--- src/rtl/core/i2cmts_pkg.sv ---
// ----------------------------------------------------------------------------
// i2cmts_pkg
// Shared types and codes of the I2C master transaction sequencer.
// ----------------------------------------------------------------------------
package i2cmts_pkg;

    // command codes (input tuser)
    localparam logic [1:0] CMD_BEGIN  = 2'd0;
    localparam logic [1:0] CMD_STATUS = 2'd1;
    localparam logic [1:0] CMD_STOPPED = 2'd2;
    localparam logic [1:0] CMD_TICK   = 2'd3;

    // engine action codes (output tuser)
    localparam logic [2:0] ACT_NONE = 3'd0;
    localparam logic [2:0] ACT_STOP = 3'd1;
    localparam logic [2:0] ACT_START = 3'd2;
    localparam logic [2:0] ACT_ADDR = 3'd3;
    localparam logic [2:0] ACT_ACK  = 3'd4;
    localparam logic [2:0] ACT_NACK = 3'd5;
    localparam logic [2:0] ACT_BYTE = 3'd6;

    // engine status bytes
    localparam logic [7:0] ST_START_SENT  = 8'h08;
    localparam logic [7:0] ST_RSTART_SENT = 8'h10;
    localparam logic [7:0] ST_SLA_W_ACK   = 8'h18;
    localparam logic [7:0] ST_SLA_R_ACK   = 8'h40;
    localparam logic [7:0] ST_RX_ACK      = 8'h50;
    localparam logic [7:0] ST_RX_NACK     = 8'h58;
    localparam logic [7:0] ST_TX_ACK      = 8'h28;

    localparam logic [7:0] TIMEOUT_RESET = 8'd10;
    localparam logic [7:0] TICKS_MAX     = 8'hFF;

    localparam int IN_DATA_W  = 56;
    localparam int OUT_DATA_W = 24;

    typedef struct packed {
        logic [1:0]  cmd;
        logic [7:0]  dev_address;
        logic        read_not_write;
        logic [15:0] transfer_length;
        logic [7:0]  status_code;
        logic [7:0]  received_byte;
        logic [7:0]  tx_byte;
    } t_item;

    typedef struct packed {
        logic [2:0] action;
        logic [7:0] out_byte;
        logic       rx_valid;
        logic [7:0] rx_data;
        logic       done_res;
        logic       ack;
        logic       busy_res;
    } t_result;

endpackage

--- src/rtl/core/i2c_master_transaction_sequencer_core.sv ---
// ----------------------------------------------------------------------------
// i2c_master_transaction_sequencer_core
// Sequences one I2C master read or write over a byte-level bus engine.
//
//   channel   dir  handshake            payload
//   s (event) in   tvalid/tready        tuser cmd, tdata item fields
//   m (step)  out  tvalid/tready        tuser action, tdata result fields
//   cfg       in   we only              timeout_ticks
//
// One word in per cycle while the result register is free, one result word out per input word.
// Each word passes the input register, then the result register.
// The transfer state updates when the input word moves into the result register.
// A stalled output holds the result; the input register still takes one word.
// Reset is synchronous; the timeout returns to 10 ticks.
// ----------------------------------------------------------------------------
module i2c_master_transaction_sequencer_core #(
    parameter int LENGTH_WIDTH = 16
) (
    input  logic                              i_clk,
    input  logic                              i_rst_n,
    input  logic                              i_cfg_we,
    input  logic [7:0]                        i_cfg_wdata,
    input  logic                              i_s_tvalid,
    output logic                              o_s_tready,
    // [1:0] cmd
    input  logic [1:0]                        i_s_tuser,
    // [7:0] dev_address, [8] read_not_write, [24:9] transfer_length,
    // [32:25] status_code, [40:33] received_byte, [48:41] tx_byte
    input  logic [i2cmts_pkg::IN_DATA_W-1:0]  i_s_tdata,
    output logic                              o_m_tvalid,
    input  logic                              i_m_tready,
    // [2:0] action
    output logic [2:0]                        o_m_tuser,
    // [7:0] out_byte, [8] rx_valid, [16:9] rx_data, [17] done_res,
    // [18] ack, [19] busy_res
    output logic [i2cmts_pkg::OUT_DATA_W-1:0] o_m_tdata
);
    i2cmts_pkg::t_item   w_s_item;
    i2cmts_pkg::t_item   w_item;
    i2cmts_pkg::t_result w_step;
    i2cmts_pkg::t_result w_out;
    logic                w_in_valid;
    logic                w_out_free;
    logic                w_adv;

    assign w_s_item.cmd             = i_s_tuser;
    assign w_s_item.dev_address     = i_s_tdata[7:0];
    assign w_s_item.read_not_write  = i_s_tdata[8];
    assign w_s_item.transfer_length = i_s_tdata[24:9];
    assign w_s_item.status_code     = i_s_tdata[32:25];
    assign w_s_item.received_byte   = i_s_tdata[40:33];
    assign w_s_item.tx_byte         = i_s_tdata[48:41];

    assign w_adv = w_in_valid && w_out_free;

    i2cmts_in_stage u_in (
        .i_clk   (i_clk),
        .i_rst_n (i_rst_n),
        .i_valid (i_s_tvalid),
        .o_ready (o_s_tready),
        .i_item  (w_s_item),
        .i_adv   (w_adv),
        .o_valid (w_in_valid),
        .o_item  (w_item)
    );

    i2cmts_fsm #(
        .LENGTH_WIDTH (LENGTH_WIDTH)
    ) u_fsm (
        .i_clk       (i_clk),
        .i_rst_n     (i_rst_n),
        .i_cfg_we    (i_cfg_we),
        .i_cfg_wdata (i_cfg_wdata),
        .i_adv       (w_adv),
        .i_item      (w_item),
        .o_result    (w_step)
    );

    i2cmts_out_stage u_out (
        .i_clk    (i_clk),
        .i_rst_n  (i_rst_n),
        .i_load   (w_adv),
        .i_result (w_step),
        .o_free   (w_out_free),
        .o_valid  (o_m_tvalid),
        .i_ready  (i_m_tready),
        .o_result (w_out)
    );

    assign o_m_tuser = w_out.action;
    assign o_m_tdata = {4'd0, w_out.busy_res, w_out.ack, w_out.done_res,
                        w_out.rx_data, w_out.rx_valid, w_out.out_byte};
endmodule

--- src/rtl/core/i2cmts_in_stage.sv ---
// ----------------------------------------------------------------------------
// i2cmts_in_stage
// Input register: captures one accepted word and holds it until it is used.
// ----------------------------------------------------------------------------
module i2cmts_in_stage (
    input  logic                i_clk,
    input  logic                i_rst_n,
    input  logic                i_valid,
    output logic                o_ready,
    input  i2cmts_pkg::t_item   i_item,
    input  logic                i_adv,
    output logic                o_valid,
    output i2cmts_pkg::t_item   o_item
);
    logic              r_valid;
    logic              n_valid;
    i2cmts_pkg::t_item r_item;
    logic              w_take;

    assign o_ready = !r_valid || i_adv;
    assign w_take  = i_valid && o_ready;

    always_comb begin
        n_valid = r_valid;
        if (w_take) begin
            n_valid = 1'b1;
        end else if (i_adv) begin
            n_valid = 1'b0;
        end
    end

    always_ff @(posedge i_clk) begin
        if (!i_rst_n) begin
            r_valid <= 1'b0;
        end else begin
            r_valid <= n_valid;
        end
    end

    always_ff @(posedge i_clk) begin
        if (w_take) begin
            r_item <= i_item;
        end
    end

    assign o_valid = r_valid;
    assign o_item  = r_item;
endmodule

--- src/rtl/core/i2cmts_fsm.sv ---
// ----------------------------------------------------------------------------
// i2cmts_fsm
// Transfer state and the one-step next-state / result logic.
// ----------------------------------------------------------------------------
module i2cmts_fsm #(
    parameter int LENGTH_WIDTH = 16
) (
    input  logic                i_clk,
    input  logic                i_rst_n,
    input  logic                i_cfg_we,
    input  logic [7:0]          i_cfg_wdata,
    input  logic                i_adv,
    input  i2cmts_pkg::t_item   i_item,
    output i2cmts_pkg::t_result o_result
);
    localparam logic [2:0] PH_IDLE      = 3'd0;
    localparam logic [2:0] PH_PRESTOP   = 3'd1;
    localparam logic [2:0] PH_START     = 3'd2;
    localparam logic [2:0] PH_ADDR      = 3'd3;
    localparam logic [2:0] PH_DATA      = 3'd4;
    localparam logic [2:0] PH_STOP_OK   = 3'd5;
    localparam logic [2:0] PH_STOP_FAIL = 3'd6;

    localparam logic [LENGTH_WIDTH-1:0] LEN_ONE = LENGTH_WIDTH'(1);

    logic [7:0]              r_timeout;
    logic [2:0]              r_phase,      n_phase;
    logic [LENGTH_WIDTH-1:0] r_bytes_left, n_bytes_left;
    logic                    r_is_read,    n_is_read;
    logic [7:0]              r_addr_byte,  n_addr_byte;
    logic [7:0]              r_wait,       n_wait;
    logic                    r_ack_flag,   n_ack_flag;

    logic [LENGTH_WIDTH-1:0] w_len;
    logic [LENGTH_WIDTH-1:0] w_dec;
    logic [7:0]              w_wait_inc;
    logic                    w_bad;
    logic                    w_ok;
    i2cmts_pkg::t_result     w_res;

    assign w_len      = LENGTH_WIDTH'(i_item.transfer_length);
    assign w_dec      = r_bytes_left - LEN_ONE;
    assign w_wait_inc = (r_wait == i2cmts_pkg::TICKS_MAX) ? r_wait : r_wait + 8'd1;

    always_comb begin
        n_phase      = r_phase;
        n_bytes_left = r_bytes_left;
        n_is_read    = r_is_read;
        n_addr_byte  = r_addr_byte;
        n_wait       = r_wait;
        n_ack_flag   = r_ack_flag;
        w_bad        = 1'b0;
        w_ok         = 1'b0;
        w_res        = '0;

        case (i_item.cmd)
            i2cmts_pkg::CMD_BEGIN: begin
                if (r_phase == PH_IDLE) begin
                    if (w_len == '0) begin
                        w_res.done_res = 1'b1;
                    end else begin
                        n_bytes_left = w_len;
                        n_is_read    = i_item.read_not_write;
                        n_addr_byte  = i_item.dev_address;
                        w_res.action = i2cmts_pkg::ACT_STOP;
                        n_phase      = PH_PRESTOP;
                        n_wait       = '0;
                    end
                end
            end
            i2cmts_pkg::CMD_STATUS: begin
                case (r_phase)
                    PH_START: begin
                        if (i_item.status_code == i2cmts_pkg::ST_START_SENT ||
                            i_item.status_code == i2cmts_pkg::ST_RSTART_SENT) begin
                            w_res.action   = i2cmts_pkg::ACT_ADDR;
                            w_res.out_byte = r_addr_byte | {7'd0, r_is_read};
                            n_phase        = PH_ADDR;
                            n_wait         = '0;
                        end else begin
                            w_bad = 1'b1;
                        end
                    end
                    PH_ADDR: begin
                        if (i_item.status_code == i2cmts_pkg::ST_SLA_W_ACK ||
                            i_item.status_code == i2cmts_pkg::ST_SLA_R_ACK) begin
                            if (r_is_read) begin
                                w_res.action = (r_bytes_left == LEN_ONE) ?
                                               i2cmts_pkg::ACT_NACK : i2cmts_pkg::ACT_ACK;
                            end else begin
                                w_res.action   = i2cmts_pkg::ACT_BYTE;
                                w_res.out_byte = i_item.tx_byte;
                            end
                            n_phase = PH_DATA;
                            n_wait  = '0;
                        end else begin
                            w_bad = 1'b1;
                        end
                    end
                    PH_DATA: begin
                        w_ok = r_is_read ?
                               (i_item.status_code == i2cmts_pkg::ST_RX_ACK ||
                                i_item.status_code == i2cmts_pkg::ST_RX_NACK) :
                               (i_item.status_code == i2cmts_pkg::ST_TX_ACK);
                        if (!w_ok) begin
                            w_bad = 1'b1;
                        end else begin
                            if (r_is_read) begin
                                w_res.rx_valid = 1'b1;
                                w_res.rx_data  = i_item.received_byte;
                            end
                            n_bytes_left = w_dec;
                            n_wait       = '0;
                            if (w_dec == '0) begin
                                w_res.action = i2cmts_pkg::ACT_STOP;
                                n_phase      = PH_STOP_OK;
                            end else if (r_is_read) begin
                                w_res.action = (w_dec == LEN_ONE) ?
                                               i2cmts_pkg::ACT_NACK : i2cmts_pkg::ACT_ACK;
                            end else begin
                                w_res.action   = i2cmts_pkg::ACT_BYTE;
                                w_res.out_byte = i_item.tx_byte;
                            end
                        end
                    end
                    default: begin
                    end
                endcase
            end
            i2cmts_pkg::CMD_STOPPED: begin
                case (r_phase)
                    PH_PRESTOP: begin
                        w_res.action = i2cmts_pkg::ACT_START;
                        n_phase      = PH_START;
                        n_wait       = '0;
                    end
                    PH_STOP_OK: begin
                        w_res.done_res = 1'b1;
                        n_ack_flag     = 1'b1;
                        n_phase        = PH_IDLE;
                        n_wait         = '0;
                    end
                    PH_STOP_FAIL: begin
                        w_res.done_res = 1'b1;
                        n_ack_flag     = 1'b0;
                        n_phase        = PH_IDLE;
                        n_wait         = '0;
                    end
                    default: begin
                    end
                endcase
            end
            default: begin
                // timer tick
                if (r_phase != PH_IDLE) begin
                    n_wait = w_wait_inc;
                    if (w_wait_inc >= r_timeout) begin
                        if (r_phase == PH_START || r_phase == PH_ADDR ||
                            r_phase == PH_DATA) begin
                            w_bad = 1'b1;
                        end else begin
                            w_res.done_res = 1'b1;
                            n_ack_flag     = 1'b0;
                            n_phase        = PH_IDLE;
                            n_wait         = '0;
                        end
                    end
                end
            end
        endcase

        // bad status or flag timeout: issue STOP, then fail
        if (w_bad) begin
            w_res.action   = i2cmts_pkg::ACT_STOP;
            w_res.out_byte = '0;
            n_phase        = PH_STOP_FAIL;
            n_wait         = '0;
        end

        w_res.ack      = n_ack_flag;
        w_res.busy_res = (n_phase != PH_IDLE);
    end

    always_ff @(posedge i_clk) begin
        if (!i_rst_n) begin
            r_timeout    <= i2cmts_pkg::TIMEOUT_RESET;
            r_phase      <= PH_IDLE;
            r_bytes_left <= '0;
            r_is_read    <= 1'b0;
            r_addr_byte  <= '0;
            r_wait       <= '0;
            r_ack_flag   <= 1'b0;
        end else begin
            if (i_cfg_we) begin
                r_timeout <= i_cfg_wdata;
            end
            if (i_adv) begin
                r_phase      <= n_phase;
                r_bytes_left <= n_bytes_left;
                r_is_read    <= n_is_read;
                r_addr_byte  <= n_addr_byte;
                r_wait       <= n_wait;
                r_ack_flag   <= n_ack_flag;
            end
        end
    end

    assign o_result = w_res;
endmodule

--- src/rtl/core/i2cmts_out_stage.sv ---
// ----------------------------------------------------------------------------
// i2cmts_out_stage
// Result register toward the master-side stream.
// ----------------------------------------------------------------------------
module i2cmts_out_stage (
    input  logic                i_clk,
    input  logic                i_rst_n,
    input  logic                i_load,
    input  i2cmts_pkg::t_result i_result,
    output logic                o_free,
    output logic                o_valid,
    input  logic                i_ready,
    output i2cmts_pkg::t_result o_result
);
    logic                r_valid;
    logic                n_valid;
    i2cmts_pkg::t_result r_result;

    assign o_free = !r_valid || i_ready;

    always_comb begin
        n_valid = r_valid;
        if (i_load) begin
            n_valid = 1'b1;
        end else if (i_ready) begin
            n_valid = 1'b0;
        end
    end

    always_ff @(posedge i_clk) begin
        if (!i_rst_n) begin
            r_valid <= 1'b0;
        end else begin
            r_valid <= n_valid;
        end
    end

    always_ff @(posedge i_clk) begin
        if (i_load) begin
            r_result <= i_result;
        end
    end

    assign o_valid  = r_valid;
    assign o_result = r_result;
endmodule

--- config.mk ---
export PLATFORM = sky130hd
export DESIGN_NAME = i2c_master_transaction_sequencer_core
export DESIGN_NICKNAME = d
export VERILOG_FILES = /design/src/rtl/core/i2cmts_pkg.sv /design/src/rtl/core/i2c_master_transaction_sequencer_core.sv /design/src/rtl/core/i2cmts_in_stage.sv /design/src/rtl/core/i2cmts_fsm.sv /design/src/rtl/core/i2cmts_out_stage.sv
export SDC_FILE = /design/constraint.sdc
export NUM_CORES = 1
export LEC_CHECK = 0
export BUFFER_PORTS_ARGS = -buffer_cell sky130_fd_sc_hd__buf_2
export CAP_MARGIN = 40
export CORE_MARGIN = 3
export CORE_UTILIZATION = 55
export DETAILED_ROUTE_END_ITERATION = 6
export PLACE_DENSITY = 0.78
export SLEW_MARGIN = 20
export SYNTH_ARGS = -nofsm -noshare
export SYNTH_HDL_FRONTEND = slang
export SYNTH_SLANG_ARGS = --single-unit
--- constraint.sdc ---
create_clock -name i_clk -period 4.35 [get_ports i_clk]
set_input_delay 1.305 -clock i_clk [delete_from_list [all_inputs] [get_ports i_clk]]
set_output_delay 1.305 -clock i_clk [all_outputs]
set_load 0.01 [all_outputs]
# After elaboration in Yosys (flattened, before gate mapping)
# Cells that the tools add are included.
# Widths: inputs -> output; s select.
# totals
out_inout_bits	29
reg_bits	121
in_bits	71
wordCells	161
# op_classes
eq_ne	29
n_reduce_logical	31
n_lt_le_gt_ge	1
mux	72
bitwise_logic	3
add_sub_neg	2
# op_table
cell	count
$mux 8	13
$mux 16	4
$pmux 8 s3	2
$mux 3	14
$pmux 11 s3	1
$eq 16x1->1 const B	2
$logic_not 16->1	2
$pmux 16 s2	1
$pmux 3 s3	3
$eq 8x7->1 const B	3
$mux 1	23
$mux 20	1
$eq 8x5->1 const B	2
$sub 16x1->16 const B	1
$ne 4x2->1 const B	3
$mux 11	1
$mux 10	1
$eq 3x3->1 const B	3
$mux 9	1
$reduce_and 9->1	1
$add 8x1->8 const B	1
$eq 8x4->1 const B	1
$eq 8x6->1 const B	1
$eq 8x8->1 const B	1
other kinds (29)	52

# Depth between registers and ports, before layout
# Gate-level depths: netlist of the first run.
# depth
depth_word	9
mapped_depth	14

# Cells and area by module
# Synthesis of the first run repeated with hierarchy kept, for this count alone.
# unflattened
cells_unflattened	544
area_unflattened_um2	5860.6
# modules_own_cells
mod	seq_area_each_um2	n_inst	cells_per_inst	area_each_um2
i2cmts_fsm	900.9	1	455	3492.1
i2cmts_in_stage	1551.5	1	56	1589.0
i2cmts_out_stage	710.7	1	27	739.5
i2c_master_transaction_sequencer_core	0.0	1	6	40.0

# Least setup slack after synthesis of the first run
# No wires, ideal clock.
# synth_path
kind	in2reg
startpoint	input port i_m_tready
endpoint	register u_in.r_item (netlist bit u_in.o_item[0]), enable pin
setup_ns	0.414
slack_ns	1.205
arrival_time_ns	2.731
cell_stages	3
t_required_ns	3.936
cell_sequence	nor2b_1 > nand2_1 > and2_1
# synth_via
elab_chain_len	4
# synth_rtl
item	line_no	source
start: declaration	i2c_master_transaction_sequencer_core.sv:31	input logic i_m_tready,
$logic_or 1x1->1	i2cmts_out_stage.sv:19	assign o_free = !r_valid || i_ready;
$logic_and 1x1->1	i2c_master_transaction_sequencer_core.sv:54	assign w_adv = w_in_valid && w_out_free;
$logic_or 1x1->1	i2cmts_in_stage.sv:20	assign o_ready = !r_valid || i_adv;
via o_s_tready	i2c_master_transaction_sequencer_core.sv:24	output logic o_s_tready,
$logic_and 1x1->1	i2cmts_in_stage.sv:21	assign w_take = i_valid && o_ready;
end signal: assignment	i2cmts_in_stage.sv:42	r_item <= i_item;
end: declaration	i2cmts_in_stage.sv:17	i2cmts_pkg::t_item r_item;
# The timed path passes the listed nets, and every way through them passes these cells.
# A chain may end at the register's enable or synchronous reset.

==> metrics.yaml, run 1 <==
status: "completed"
nets: 743
fin_hold_ws_ns: 0.488
fill_cells: 742
ctsResizeCount: 0
crit_required_ns: 4.60
fin_ws_ns: 0.957
area_delta_synth_final_pct: 19.2
relSlewSlack_pct: 57.2
numCtsBuffers: 17
drt-vias-per-instance: 5.86
wl_met1_um: 5370
holdBufCountCts: 0
hp-class: "flip-flop to flip-flop"
cp_max_fo: 8
grt_max_degree: 35
drt-pass1-iter-count: 5
setup_violations: 0
synth-edff-count: 74
final_cell_area_sq_um: 6920
synth_ff_type: "edfxtp_1"
top_layer_used: "met4"
clock_path_buffers: 2
synth.yosys.seq_area_share_pct: 54.5
routedWlPerCell_um: 16.3
setup.worst_path.start_class: "flip-flop"
fin_tns_setup_ns: 0
netlist_area_sq_um: 5800
vdd_ir_drop_max_mv: 0.300
clock-sinks: 121
rsz0062_at_grt: "no"
wl_um: 13100
die_area_sq_um: 11800
postSynthCellCount: 576
yosys_warnings: 0
path_class: "flip-flop to flip-flop"
syn-mean-instance-area_sq_um: 10.1
clk_pin_slew_worst_paths_ns: 0.06
period_minus_slack_ns: 3.39
cp-end-kind: "flip-flop"
worst_pin_slew_ns: 0.643
wl_met2_um: 6630
postCtsSetupBuffers: 0
cp.arrival_ns: 3.65
antenna_cells: 0
insertion_delay_ns: 0.52
track_usage_pct: 23.3
row_count: 36
synth_mux_area_share_pct: 3.32
yosys_register_bits: 121
multi_input_area_sq_um: 2410
maxClockFrequency_mhz: 295
ff_latch_area_sq_um: 3160
fin_crit_sh_pct: 78.0
core_area_sq_um: 10000
drc: 0
hpwl_um: 8760
synth-async-reset-ratio_pct: 0
gp_congestion: 0.907
start_util_pct: 58.0
leakagePower_nw: 2.71
vias: 4717
grt_pass1_vias: 4556
grt_pass1_wl_um: 21500
synth_top_family_by_area: "simple AND/OR/NAND/NOR gates"
synth_compound_area_share_pct: 14.5
synth-simple-area-share_pct: 19.5
synth-adder-area-share_pct: 2.80
dpl_cell_area_sq_um: 6340
cts-root-buf: "clkbuf_8"
p_per_area_nw_per_um2: 421
die_h_um: 109
drive_gt1_share_pct: 21.6
cts_tree: "done"
antenna_found_initial: 0
portBuffers: 88
first_iter_violations: 398
wl_met3_um: 898
synth.distinct_cells: 67
clock_skew_ns: 0.0167
grt_overflow: 0
die_x_um: 109
ant_nets: 0
drv_cap: 0
hold_viol: 0
htree_levels: 4
pre_cts_slack_ns: 1.01
ios: 100
synth_xor_area_share_pct: 1.06
drv_slew: 0
layout make-up:
class                      count  share of cell area, %
timing repair buffer          95                   7.31
sequential                   121                   45.7
clock buffer                  19                   6.24
inverter                      26                   1.41
clock inverter                13                   2.10
multi-input combinational    398                   34.8
tap                          133                   2.41
path summary, 6_finish.rpt:
path                         from              endpoint  slack [ns]  cells after the start
hold reg to reg   u_in.o_item[41]  u_fsm.r_addr_byte[0]        0.49                      2
setup reg to reg  u_fsm.r_wait[0]     u_out.o_result[0]        0.96                     13
hold / removal    u_in.o_item[41]  u_fsm.r_addr_byte[0]        0.49                      2
setup / recovery  u_fsm.r_wait[0]     u_out.o_result[0]        0.96                     13
power breakdown:
part | internal (W) | switching [W] | leakage (nW) | total, W
clock | 0.000835 | 0.000525 | 0.275 | 0.00136
sequential | 0.00127 | 0.0000383 | 1.09 | 0.00131
combinational | 0.0000950 | 0.000146 | 1.34 | 0.000241
critical path: stages, from the launching register on:
cell,delay [ns]
dfxtp_1,0.45
ha_1,0.26
nand3_1,0.16
or3_1,0.48
mux2_2,0.33
ha_1,0.20
a211oi_1,0.21
o21ai_0,0.13
a21oi_1,0.16
buf_4,0.16
nor2_1,0.07
a21o_1,0.21
nor3_2,0.20
nand3_1,0.12
cells by family (layout without fill, tap and decap cells):
kind of cell	after synthesis	after routing
DFF	121	121
buffers and inverters	60	153
muxes	19	19
AOI/OAI and AO/OA	133	133
xor gates and xnor gates	7	7
and+or+nand+nor	222	222
other	1	4
adders and majority gates	13	13
per-layer routing:
layer	global-route usage [%]	up-vias
met5	0	-
met4	8.84	0
met3	6.16	24
met2	38.9	208
met1	29.2	2232
li1	-	2253
state kept, by name, summed over array words and instances, names as in the netlist:
name	count
u_in.o_item	51
u_out.o_result	23
u_fsm.r_timeout	8
u_fsm.r_phase	3
u_fsm.r_addr_byte	8
u_out.o_valid	1
u_fsm.r_bytes_left	16
u_fsm.r_wait	8
u_fsm.r_ack_flag	1
u_fsm.r_is_read	1
u_in.o_valid	1
cell usage in the layout, fill, tap and decap left out, types with 3 or more instances in the layout:
master and instances:
edfxtp_1 74, and3_1 3, nand4_1 5, clkinvlp_4 3, nand2_1 59, nor3_1 9, dfxtp_1 47, mux2i_1 17
a31oi_1 5, o21ai_0 32, a21oi_1 45, clkbuf_16 16, buf_2 88, o41ai_1 9, inv_6 3, o211ai_1 5
o21a_1 6, clkinv_4 3, o31ai_1 3, ha_1 13, buf_4 6, and2_1 9, nand3b_1 3, inv_1 24
or2_2 3, nand2b_1 9, nor4b_1 3, xnor2_1 5, conb_1 4, nor2_1 67, nor2b_1 7, nor4_1 8
nand3_1 18, a211oi_1 6, nor3_2 3
synth_stat cells, drive strengths merged, types with 3 or more instances:
library cell | count | share of area [%]
o41ai | 9 | 1.4
nand2 | 59 | 3.8
a211oi | 6 | 0.78
clkbuf | 24 | 1.6
or2 | 3 | 0.32
o21ai | 35 | 3.1
mux2i | 17 | 2.9
nor2b | 7 | 0.75
xnor2 | 5 | 0.75
o31ai | 5 | 0.97
nor4 | 9 | 1.2
nor3 | 12 | 1.3
ha | 13 | 2.8
buf | 10 | 0.99
nand4 | 6 | 0.91
nor4b | 3 | 0.45
nand3b | 3 | 0.39
nand2b | 9 | 0.97
edfxtp | 74 | 38
nor2 | 67 | 4.3
a31oi | 5 | 0.54
and3 | 3 | 0.32
nand3 | 18 | 1.6
inv | 25 | 1.6
dfxtp | 47 | 16
o211ai | 5 | 0.65
and2 | 11 | 1.2
o21a | 6 | 0.78
a21oi | 45 | 3.9
per-stage QoR:
stage | utilization (%) | cells | power, W
after floorplan | - | 579 | 0.00149
after global placement | 63.2 | 772 | 0.00156
after detailed placement | 63.4 | 773 | 0.00157
after CTS | 69.2 | 805 | 0.00293
after global routing | 69.2 | 805 | 0.00302
final | 69.2 | 805 | 0.00291
Note: power is estimated with default switching activity, not from simulation.
==> run 2, diff against run 1 <==
==> constraint.sdc (replaced) <==
create_clock -name i_clk -period 3.5 [get_ports i_clk]
set_input_delay 1.05 -clock i_clk [delete_from_list [all_inputs] [get_ports i_clk]]
set_output_delay 1.05 -clock i_clk [all_outputs]
set_load 0.01 [all_outputs]
==> run 2 against run 1 <==
Clock-buffer cell count decreased by 2. Global-route usage decreased by 1.0 points. Routed wire length fell by 2.8%. Register-to-register slack lost 0.78 ns. Via count is 0.59% lower. Power is 22% higher. Clock power increased by 19%. Largest power group is now sequential cells. Highest routed layer unchanged.
==> metrics.yaml, run 2 (synthesis results as in run 1) <==
status: "completed"
gp_congestion: 0.959
start_util_pct: 58.0
insertion_delay_ns: 0.51
die_area_sq_um: 11800
wl_um: 12800
timing.rr.start: "u_fsm.r_wait[0]"
first_iter_violations: 384
leakagePower_nw: 2.72
area_delta_synth_final_pct: 19.1
power_w: 0.00355
cp.arrival_ns: 3.57
largest_reg_flops: 51
hold_start: "u_in.o_item[42]"
clock_path_buffers: 2
row_count: 36
drv_slew: 0
rsz0062_at_grt: "no"
hold_viol: 0
setup_violations: 0
hpwl_um: 8730
fin_crit_sh_pct: 94.9
maxClockFrequency_mhz: 301
reg2reg_to: "u_out.o_result[0]"
clock-sinks: 121
htree_levels: 4
grt_pass1_vias: 4454
portBuffers: 88
min_to: "u_fsm.r_addr_byte[1]"
track_usage_pct: 22.3
clk_pin_slew_worst_paths_ns: 0.06
grt_pass1_wl_um: 20900
vias: 4689
final_cell_mix: "buf_2, edfxtp_1, nor2_1, nand2_1, dfxtp_1"
postCtsSetupBuffers: 0
cp-end-kind: "flip-flop"
p_per_area_nw_per_um2: 513
layout_commonest_cell: "buf_2"
drv_cap: 0
routedWlPerCell_um: 15.8
die_x_um: 109
grt_overflow: 0
path_class: "flip-flop to flip-flop"
cts_tree: "done"
holdPathStages: 2
drt-vias-per-instance: 5.81
holdBufCountCts: 0
crit_required_ns: 3.75
reg2reg_slack_ns: 0.18
hp-class: "flip-flop to flip-flop"
period_minus_slack_ns: 3.32
setup.worst_path.start_class: "flip-flop"
worst_pin_slew_ns: 0.649
cp_max_fo: 8
drt-pass1-iter-count: 5
drive_gt1_share_pct: 22.0
grt_max_degree: 32
fin_tns_setup_ns: 0
numCtsBuffers: 17
clock_skew_ns: 0.0103
drc: 0
ctsResizeCount: 0
ant_nets: 0
fill_cells: 771
nets: 745
vdd_ir_drop_max_mv: 0.301
antenna_found_initial: 0
final_core_util_pct: 69.1
relSlewSlack_pct: 56.7
cts-root-buf: "clkbuf_8"
antenna_cells: 0
r2r.worst_path.cells: 12
ios: 100
core_area_sq_um: 10000
die_h_um: 109
-- run 2: changes by cell type in the layout (fill, tap and decap cells not counted), sizes merged --
cell and delta:
inv +8, buf +2, clkinv -3, clkinvlp -1, bufinv -2, clkbuf -2
-- run 2: layout make-up --
class	count	area, sq um	share of cell area, %
timing repair buffer	97	520	7.53
tap	133	166	2.41
inverter	26	97.6	1.41
clock inverter	15	144	2.08
multi-input combinational	398	2410	34.8
clock buffer	17	414	5.99
sequential	121	3160	45.8
-- run 2: power by group --
| part | leakage [nW] | switching, W | internal (W) |
|---|---|---|---|
| Sequential | 1.09 | 0.0000473 | 0.00158 |
| Clock | 0.270 | 0.000709 | 0.000907 |
| Combinational | 1.35 | 0.000180 | 0.000119 |
| Total | 2.72 | 0.000937 | 0.00261 |
-- run 2: stage by stage --
stage	cell area, sq um	setup WS (ns)	hold WS, ns	std cells
CTS	6910	0.186	0.487	807
finish	6910	0.180	0.483	807
global route	6910	0.0000213	0.518	807
floorplan	5820	0.374	0.453	579
detailed placement	6350	0.183	0.469	775
global placement	6350	0.310	0.459	774
-- run 2: worst max path at each step --
stage / slack [ns] / to / from
after floorplan: 0.37 / u_out.o_result[0] / u_fsm.r_wait[0]
after global placement: 0.31 / u_fsm.r_wait[3] / u_fsm.r_wait[0]
after detailed placement: 0.18 / u_out.o_result[0] / u_fsm.r_wait[0]
after CTS: 0.19 / u_fsm.r_wait[5] / u_fsm.r_wait[0]
after global routing: 0.00002 / u_fsm.r_wait[2] / u_fsm.r_wait[0]
final: 0.18 / u_out.o_result[0] / u_fsm.r_wait[0]
-- run 2: metal layers --
metal / routed length [um] / track usage (%)
met1: 5370 / 28.9
met2: 6320 / 37.2
met3: 919 / 4.85
met4: 142 / 7.94
met5: 0 / 0
-- run 2: worst max-delay path, stage by stage (launching register included) --
cell	delay, ns
dfxtp_1	0.45
ha_1	0.25
nand3_1	0.15
or3_1	0.47
mux2_2	0.33
ha_1	0.19
a211oi_1	0.24
o21ai_0	0.12
a21oi_1	0.23
nor2_1	0.11
a21o_1	0.22
nor3_2	0.19
nand3_1	0.10
==> run 3, diff against run 2 <==
--- a/config.mk
+++ b/config.mk
@@ -11,6 +11,7 @@
 export CORE_UTILIZATION = 55
 export DETAILED_ROUTE_END_ITERATION = 6
 export PLACE_DENSITY = 0.78
+export REMOVE_ABC_BUFFERS = 1
 export SLEW_MARGIN = 20
 export SYNTH_ARGS = -nofsm -noshare
 export SYNTH_HDL_FRONTEND = slang
==> constraint.sdc (replaced) <==
create_clock -name i_clk -period 4.1 [get_ports i_clk]
set_input_delay 1.23 -clock i_clk [delete_from_list [all_inputs] [get_ports i_clk]]
set_output_delay 1.23 -clock i_clk [all_outputs]
set_load 0.01 [all_outputs]
==> run 3 against run 2 <==
Cell count stayed put. First-iteration DRC count is 12% lower. Critical endpoint unchanged. Design area stayed put. Flip-flop and latch count stayed put. Maximum frequency is 4.0% lower. Critical path type unchanged. Clock-buffer cell count is 4 higher. Global-route usage hardly changed. Sequential power is 15% lower.
==> metrics.yaml, run 3 (synthesis results as in run 1) <==
nets: 745
relSlewSlack_pct: 48.1
area_delta_synth_final_pct: 19.1
clock-sinks: 121
power_w: 0.00305
die_area_sq_um: 11800
p_per_area_nw_per_um2: 441
first_iter_violations: 338
track_usage_pct: 22.3
setup.worst_path.start_class: "flip-flop"
drc: 0
cp.arrival_ns: 3.70
maxClockFrequency_mhz: 289
leakagePower_nw: 2.72
drive_gt1_share_pct: 20.9
setup_violations: 0
grt_pass1_wl_um: 20400
antenna_cells: 0
row_count: 36
holdBufCountCts: 0
vias: 4627
ctsResizeCount: 0
routedWlPerCell_um: 15.6
hp-class: "flip-flop to flip-flop"
portBuffers: 88
hpwl_um: 8630
drv_slew: 0
die_x_um: 109
insertion_delay_ns: 0.51
crit_required_ns: 4.34
critPathTopFamily: "simple AND/OR/NAND/NOR gates"
crit_path_start: "u_fsm.r_wait[0]"
final_cell_mix: "buf_2, edfxtp_1, nor2_1, nand2_1, dfxtp_1"
clock_skew_ns: 0.00739
wl_um: 12600
vdd_ir_drop_max_mv: 0.330
ios: 100
layout_commonest_cell: "buf_2"
reg2reg_slack_ns: 0.64
path_buf_inv: 1
numCtsBuffers: 17
period_minus_slack_ns: 3.46
final_cell_area_sq_um: 6910
fin_tns_setup_ns: 0
cts-root-buf: "clkbuf_8"
cp-end-kind: "flip-flop"
timing.rr.start: "u_fsm.r_wait[0]"
grt_max_degree: 40
clk_pin_slew_worst_paths_ns: 0.05
critPathCapture: "u_out.o_result[0]"
cp_slowest_cell: "or3_1"
holdPathStages: 2
fin_cells: 807
status: "completed"
die_h_um: 109
reg2reg_to: "u_out.o_result[0]"
cp_max_fo: 8
core_area_sq_um: 10000
clock_path_buffers: 2
grt_pass1_vias: 4280
fin_crit_sh_pct: 84.3
drt-pass1-iter-count: 5
r2r.worst_path.cells: 13
hold_viol: 0
drt-vias-per-instance: 5.73
path_class: "flip-flop to flip-flop"
worst_pin_slew_ns: 0.776
fin_hold_ws_ns: 0.482
ant_nets: 0
rsz0062_at_grt: "no"
largest_reg_flops: 51
crit_chain: "ha_1 -> nand3_1 -> or3_1 -> mux2_2 -> ha_1 -> a211oi_1 -> o21ai_0 -> a21oi_1 -> buf_4 -> nor2_1 -> a21o_1 -> nor3_2 -> nand3_1"
grt_overflow: 0
numPlacedInstances: 774
antenna_found_initial: 0
postCtsSetupBuffers: 0
gp_congestion: 0.906
drv_cap: 0
cts_tree: "done"
max_stage_delay_ns: 0.49
htree_levels: 4
cp_num_cells: 13
start_util_pct: 58.0
dpl_cell_area_sq_um: 6330
==> run 3: worst min path at each step <==
stage                                      from  slack (ns)               endpoint
after global placement          u_in.o_item[48]        0.46   u_fsm.r_addr_byte[7]
after floorplan           u_fsm.r_bytes_left[9]        0.45  u_fsm.r_bytes_left[9]
after CTS                       u_in.o_item[44]        0.48   u_fsm.r_addr_byte[3]
after detailed placement        u_in.o_item[44]        0.47   u_fsm.r_addr_byte[3]
after global routing            u_in.o_item[48]        0.52   u_fsm.r_addr_byte[7]
final                           u_in.o_item[43]        0.48   u_fsm.r_addr_byte[2]
==> run 3: stage by stage <==
stage	utilization, %	setup slack [ns]
2_1_floorplan	-	1.01
3_3_place_gp	63.3	0.778
3_5_place_dp	63.4	0.724
4_1_cts	68.9	0.678
5_1_grt	69.1	0.436
6_report	69.1	0.642
==> run 3: worst min-delay path, stage by stage, from the launching register on <==
cell	delay [ns]
edfxtp_1	0.31
mux2i_1	0.06
nor2_1	0.07
==> run 3: power breakdown <==
group          internal (W)  total, W  switching, W
clock              0.000913   0.00140      0.000491
combinational      0.000102  0.000255      0.000152
sequential          0.00135   0.00139     0.0000386
==> run 3: routing by layer <==
metal	up-vias	share of wire [%]	routed length, um	global-route usage (%)
met5	-	0	0	0
li1	2260	-	-	-
met3	20	6.1	773	4.56
met2	169	49	6220	37.2
met4	0	1.8	222	8.39
met1	2178	43	5370	28.8
==> run 3: area by class of cell <==
cell class | instances | area [sq um]
fill | 791 | 3090
multi-input combinational | 398 | 2410
sequential | 121 | 3160
tap | 133 | 166
clock buffer | 21 | 429
timing repair buffer | 97 | 520
clock inverter | 11 | 129
inverter | 26 | 97.6
